### src/hdl/hmbc_pkg.sv
// -----------------------------------------------------------------------------
// hmbc_pkg
// Shared types and constants of the handheld memory bus controller: memory
// map addresses, action and route codes, controller/datapath command and
// status bundles.
// -----------------------------------------------------------------------------
package hmbc_pkg;

   // Upper store geometry
   localparam int STORE_DEPTH = 32768;
   localparam int STORE_AW    = $clog2(STORE_DEPTH);

   // OAM DMA: 40 sprites of 4 bytes
   localparam int DMA_BYTES  = 40 * 4;
   localparam int COPY_CW    = $clog2(DMA_BYTES + 1);
   localparam int ELAPSED_W  = 10;
   localparam int DMA_CYCLES = 640;

   // Field widths
   localparam int ADDR_W   = 16;
   localparam int DATA_W   = 8;
   localparam int ACTION_W = 2;
   localparam int MODE_W   = 2;
   localparam int ROUTE_W  = 2;

   // Memory map
   localparam logic [ADDR_W-1:0] VRAM_BASE     = 16'h8000;
   localparam logic [ADDR_W-1:0] VRAM_END      = 16'h9FFF;
   localparam logic [ADDR_W-1:0] OAM_BASE      = 16'hFE00;
   localparam logic [ADDR_W-1:0] OAM_END       = 16'hFE9F;
   localparam logic [ADDR_W-1:0] JOYP_ADDR     = 16'hFF00;
   localparam logic [ADDR_W-1:0] DIV_ADDR      = 16'hFF04;
   localparam logic [ADDR_W-1:0] LCDC_ADDR     = 16'hFF40;
   localparam logic [ADDR_W-1:0] LY_ADDR       = 16'hFF44;
   localparam logic [ADDR_W-1:0] DMA_ADDR      = 16'hFF46;
   localparam logic [ADDR_W-1:0] BOOT_OFF_ADDR = 16'hFF50;
   localparam logic [ADDR_W-1:0] HRAM_BASE     = 16'hFF80;
   localparam logic [ADDR_W-1:0] HRAM_END      = 16'hFFFE;
   localparam logic [ADDR_W-1:0] BOOT_LIMIT    = 16'h0100;

   localparam logic [STORE_AW-1:0] OAM_IDX = STORE_AW'(OAM_BASE);
   localparam logic [STORE_AW-1:0] LY_IDX  = STORE_AW'(LY_ADDR);

   // Data constants
   localparam logic [DATA_W-1:0] OPEN_BUS   = 8'hFF;
   localparam logic [DATA_W-1:0] JOYP_FORCE = 8'h0F;
   localparam int JOYP_DPAD_BIT = 4;   // 0x10 selects the d-pad when clear
   localparam int JOYP_BTN_BIT  = 5;   // 0x20 selects the action buttons
   localparam int LCD_ON_BIT    = 7;

   // PPU modes
   localparam logic [MODE_W-1:0] MODE_OAM_SCAN = 2'd2;
   localparam logic [MODE_W-1:0] MODE_DRAWING  = 2'd3;

   typedef enum logic [ACTION_W-1:0] {
      ACT_READ  = 2'd0,
      ACT_WRITE = 2'd1,
      ACT_TICK  = 2'd2
   } action_type;

   typedef enum logic [ROUTE_W-1:0] {
      ROUTE_INTERNAL = 2'd0,
      ROUTE_CART_RD  = 2'd1,
      ROUTE_CART_WR  = 2'd2,
      ROUTE_BOOT_RD  = 2'd3
   } route_type;

   // Controller to datapath
   typedef struct packed {
      logic capture;
      logic clear_step;
      logic copy_step;
      logic clear_ly;
      logic store;
      logic load_rd;
      logic load_rsp;
   } hmbc_cmd_type;

   // Datapath to controller
   typedef struct packed {
      logic clear_last;
      logic copy_last;
      logic mem_read;
      logic int_write;
      logic dma_copy;
      logic lcd_off;
   } hmbc_sts_type;

endpackage

### src/hdl/hmbc_ctrl.sv
// -----------------------------------------------------------------------------
// hmbc_ctrl
// Controller of the memory bus controller: sequences the clear sweep,
// transaction decode, memory read, DMA copy, stores and the response hand-off.
// -----------------------------------------------------------------------------
module hmbc_ctrl import hmbc_pkg::*; (
   input  logic         clock,
   input  logic         reset,
   input  logic         req_valid,
   output logic         req_ready,
   output logic         rsp_valid,
   input  logic         rsp_ready,
   output hmbc_cmd_type cmd,
   input  hmbc_sts_type sts
);

   typedef enum logic [7:0] {
      ST_CLEAR  = 8'b0000_0001,
      ST_IDLE   = 8'b0000_0010,
      ST_DECODE = 8'b0000_0100,
      ST_READ   = 8'b0000_1000,
      ST_COPY   = 8'b0001_0000,
      ST_CLRLY  = 8'b0010_0000,
      ST_STORE  = 8'b0100_0000,
      ST_REPLY  = 8'b1000_0000
   } state_type;

   state_type state_ff, state_in;
   logic      rsp_valid_ff, rsp_valid_in;
   logic      slot_free;

   assign slot_free = !rsp_valid_ff || rsp_ready;

   // Next state and commands
   always_comb begin
      state_in  = state_ff;
      cmd       = '0;
      req_ready = 1'b0;
      case (state_ff)
         ST_CLEAR: begin
            cmd.clear_step = 1'b1;
            if (sts.clear_last) begin
               state_in = ST_IDLE;
            end
         end
         ST_IDLE: begin
            req_ready   = 1'b1;
            cmd.capture = req_valid;
            if (req_valid) begin
               state_in = ST_DECODE;
            end
         end
         ST_DECODE: begin
            if (sts.mem_read) begin
               state_in = ST_READ;
            end else if (sts.dma_copy) begin
               state_in = ST_COPY;
            end else if (sts.lcd_off) begin
               state_in = ST_CLRLY;
            end else if (sts.int_write) begin
               state_in = ST_STORE;
            end else begin
               state_in = ST_REPLY;
            end
         end
         ST_READ: begin
            cmd.load_rd = 1'b1;
            state_in    = ST_REPLY;
         end
         ST_COPY: begin
            cmd.copy_step = 1'b1;
            if (sts.copy_last) begin
               state_in = ST_STORE;
            end
         end
         ST_CLRLY: begin
            cmd.clear_ly = 1'b1;
            state_in     = ST_STORE;
         end
         ST_STORE: begin
            cmd.store = 1'b1;
            state_in  = ST_REPLY;
         end
         ST_REPLY: begin
            cmd.load_rsp = slot_free;
            if (slot_free) begin
               state_in = ST_IDLE;
            end
         end
         default: begin
            state_in = ST_CLEAR;
         end
      endcase
   end

   // Hold response valid until taken
   always_comb begin
      rsp_valid_in = rsp_valid_ff;
      if (cmd.load_rsp) begin
         rsp_valid_in = 1'b1;
      end else if (rsp_ready) begin
         rsp_valid_in = 1'b0;
      end
   end

   always_ff @(posedge clock) begin
      if (reset) begin
         state_ff     <= ST_CLEAR;
         rsp_valid_ff <= 1'b0;
      end else begin
         state_ff     <= state_in;
         rsp_valid_ff <= rsp_valid_in;
      end
   end

   assign rsp_valid = rsp_valid_ff;

endmodule

### config.mk
export PLATFORM = sky130hd
export DESIGN_NAME = hmbc_ctrl
export DESIGN_NICKNAME = d
export VERILOG_FILES = /design/src/hdl/hmbc_pkg.sv /design/src/hdl/hmbc_ctrl.sv
export SDC_FILE = /design/constraint.sdc
export NUM_CORES = 1
export LEC_CHECK = 0
export BUFFER_PORTS_ARGS = -buffer_cell sky130_fd_sc_hd__buf_2
export CORE_MARGIN = 2
export CORE_UTILIZATION = 40
export CTS_BUF_LIST = sky130_fd_sc_hd__clkbuf_8
export CTS_CLUSTER_DIAMETER = 150
export DETAILED_ROUTE_END_ITERATION = 8
export HOLD_SLACK_MARGIN = 0.02
export PLACE_DENSITY_LB_ADDON = 0.08
export SLEW_MARGIN = 20
export SYNTH_ARGS = -nofsm -noshare
export SYNTH_HDL_FRONTEND = slang
export SYNTH_SLANG_ARGS = --single-unit
### constraint.sdc
create_clock -name clock -period 1.39 [get_ports clock]
set_input_delay 0.139 -clock clock [delete_from_list [all_inputs] [get_ports clock]]
set_output_delay 0.139 -clock clock [all_outputs]
set_load 0.02 [all_outputs]
==> reports/metrics.cfg <==
[power_and_ir_drop]
vdd_drop_max_v = 0.000784
p_leak_nw = 0.536
p_sw_share_pct = 37.9
combPwrFrac_pct = 59.9
p_seq_share_pct = 21.2
power_density_nw_per_um2 = 1360
intPower_mw = 1.02
power.net_switching_mw = 0.622
p_clk_share_pct = 18.9
finalPower_mw = 1.64

[detailed_routing]
drtIter0Drc = 10
dr_total_vias = 753
wl_microns = 2180
postRouteAntennaNets = 0
drt-met1-wl_microns = 935
top_layer = met4
route.met2.wl_microns = 1140
wl_per_cell_microns = 15.7
first_pass_iters = 4
dr_wl_met3_microns = 69
remaining_drc_errors = 0
viasPerCell = 5.42

[placement]
dp_hpwl_microns = 1250
place_area_sq_um = 901
numPortBuffers = 18
gp_congestion = 0.745

[clock_tree]
cts_buffers = 3
cts.clk_slew.worst_paths_ps = 50
cts_root_buffer = clkbuf_8
worstSkewPairLatency_ps = 240
cts_tree = built
clkSinkCount = 9
clk_path_buf_depth = 2
htreeDepth = 1

[layout]
drive_gt1_share_pct = 77.2
area_growth_pct = 98.0
layout_common_cells = 26 x buf_4, 12 x buf_6, 10 x buf_2, 6 x nor2_4, 6 x dfxtp_4
fillers = 86
post-route-cell-area_sq_um = 1210
postLayoutCoreUtil_pct = 82.1
antennaDiodeCount = 0
nets = 134
layout_commonest_cell = buf_4

[worst_setup_path]
slowest_delay_ps = 330
cp_cell_sequence = nor4_4 > buf_4 > nand2b_4 > nor2_4 > and2_4 > buf_6
r2r_slack_ps = -220
crit_arrival_ps = 1520
start_kind = register
cp_data_required_time_ps = 1250
critical_path_class = reg -> out
critPathSlowestCell = dfxtp_2
worstSetupEndpointType = output port
critPathMaxFanout = 3

[yosys]
async_reset_ff_share_pct = 0
yosys.area_share.simple_pct = 50.0
syn-num-nets = 84
synth_top_family_by_area = simple AND/OR/NAND/NOR gates
synth_ff_type = dfxtp_1
synth_edf_count = 0
ys_types = 36
synth-adder-area-share_pct = 0
syn_inst = 74
synthMuxAreaShare_pct = 0
synth_area_sq_um = 611
yosys.area_share.xor_xnor_pct = 2.87
syn-mean-instance-area_sq_um = 8.25
ys_ff_latch = 9
synth_compound_area_share_pct = 13.3
ys_seq_area_share_pct = 29.5
yosysWarnings = 0

[global_route]
antenna_found_initial = 0
grt_usage_pct = 26.7
grt_pass1_vias = 744
grt_overflow = 0
grt_pass1_wl_microns = 3620
grt_max_degree = 10

[sta]
maxClockFrequency_mhz = 604
layout_worst_path_cycle_share_pct = 119
slew_headroom_pct = 75.2
fin_skew_ps = 11.3
final-setup-viol-count = 16
layout_setup_ws_ps = -265
setup_tns_ps = -3010
tightestPinTransition_ps = 370
period_minus_slack_ps = 1660
hold_viol = 0
grt_setup_unrepaired = true
maxSlewViolCount = 0

[floorplan]
start_util_pct = 41.5
row_count = 14
pin_count = 19
die_x_microns = 43.1
die_h_microns = 43.1
dieArea_sq_um = 1860
core_region_area_sq_um = 1470

[run_status]
violations = negative setup slack
status = finished, violations left

[flow_run]
drv_cap = 0

[worst_hold_path]
min_path_type = in -> reg

-- through the flow --
| step | cells | hold WS [ps] | setup slack, ps |
|---|---|---|---|
| 2_1_floorplan | 74 | 280 | -69.3 |
| 3_3_place_gp | 127 | 408 | -113 |
| 3_5_place_dp | 127 | 413 | -138 |
| 4_1_cts | 137 | 183 | -238 |
| 5_1_grt | 139 | 200 | -319 |
| 6_report | 139 | 179 | -265 |
-- routing by layer --
layer	up-vias	GRT usage [%]
met5	-	0
met4	0	9.09
met3	4	5.53
met2	19	44.5
met1	366	34.0
li1	364	-
-- sequential cells by signal, indices dropped and copies added (netlist names) --
register   flops
state_ff       8
rsp_valid      1
-- cell type report --
class	instances	area, sq um	share of cell area (%)
clock buffer	3	41.3	3.42
clock inverter	1	3.75	0.311
inverter	2	7.51	0.621
multi-input combinational	60	549	45.4
sequential	9	206	17.1
tap	16	20.0	1.66
timing repair buffer	48	380	31.5
-- cell usage after synthesis (2+ instances only) --
| library cell | instances | share of area, % |
|---|---|---|
| a211oi_1 | 2 | 2.5 |
| a21oi_1 | 4 | 3.3 |
| buf_4 | 2 | 2.5 |
| dfxtp_1 | 9 | 30 |
| inv_1 | 2 | 1.2 |
| nand2_1 | 4 | 2.5 |
| nand3_1 | 2 | 1.6 |
| nor2_1 | 12 | 7.4 |
| nor2b_1 | 3 | 3.1 |
| nor3_1 | 2 | 1.6 |
| nor3b_1 | 4 | 4.9 |
| nor4_2 | 2 | 4.1 |
| nor4b_1 | 2 | 2.9 |
| or2_1 | 2 | 2.0 |
-- cell families after synthesis --
group,after synthesis
simple gates,46
compound gates,12
flops,9
buf+inv,5
xor+xnor,2
-- power groups by stage --
stage,Clock (mW),Sequential (mW),Combinational [mW]
3_5_place_dp,0,0.343,0.617
4_1_cts,0.303,0.348,0.848
3_3_place_gp,0,0.343,0.618
5_1_grt,0.321,0.355,1.05
2_1_floorplan,0,0.320,0.397
6_report,0.310,0.347,0.983
-- final timing paths --
kind,startpoint,cells past startpoint,endpoint
worst max-delay path,state_ff[6]$_SDFFE_PP0P_,6,cmd[6]
worst min-delay path,reset,2,state_ff[1]$_SDFFE_PP0P_
worst max register to register,state_ff[6]$_SDFFE_PP0P_,6,state_ff[6]$_SDFFE_PP0P_
worst min register to register,state_ff[4]$_SDFFE_PP0P_,4,rsp_valid$_SDFFE_PP0P_
-- worst max-delay path: cells and delay by family (launching register included) --
family,cells,cell delay (ps)
flip-flops,1,330
AND/OR/NAND/NOR,4,660
buffers and inverters,2,280
-- repair_timing --
| action | in CTS | in global routing |
|---|---|---|
| hold buffers | 0 | 0 |
| setup endpoints to repair | 15 | 16 |
| gates cloned | 0 | 0 |
| setup buffers | 6 | 2 |
| pin swaps | 17 | 5 |
| endpoints found under the hold margin | 0 | 0 |
| gates resized for setup | 45 | 15 |
Note: power is estimated with default switching activity, not from simulation.
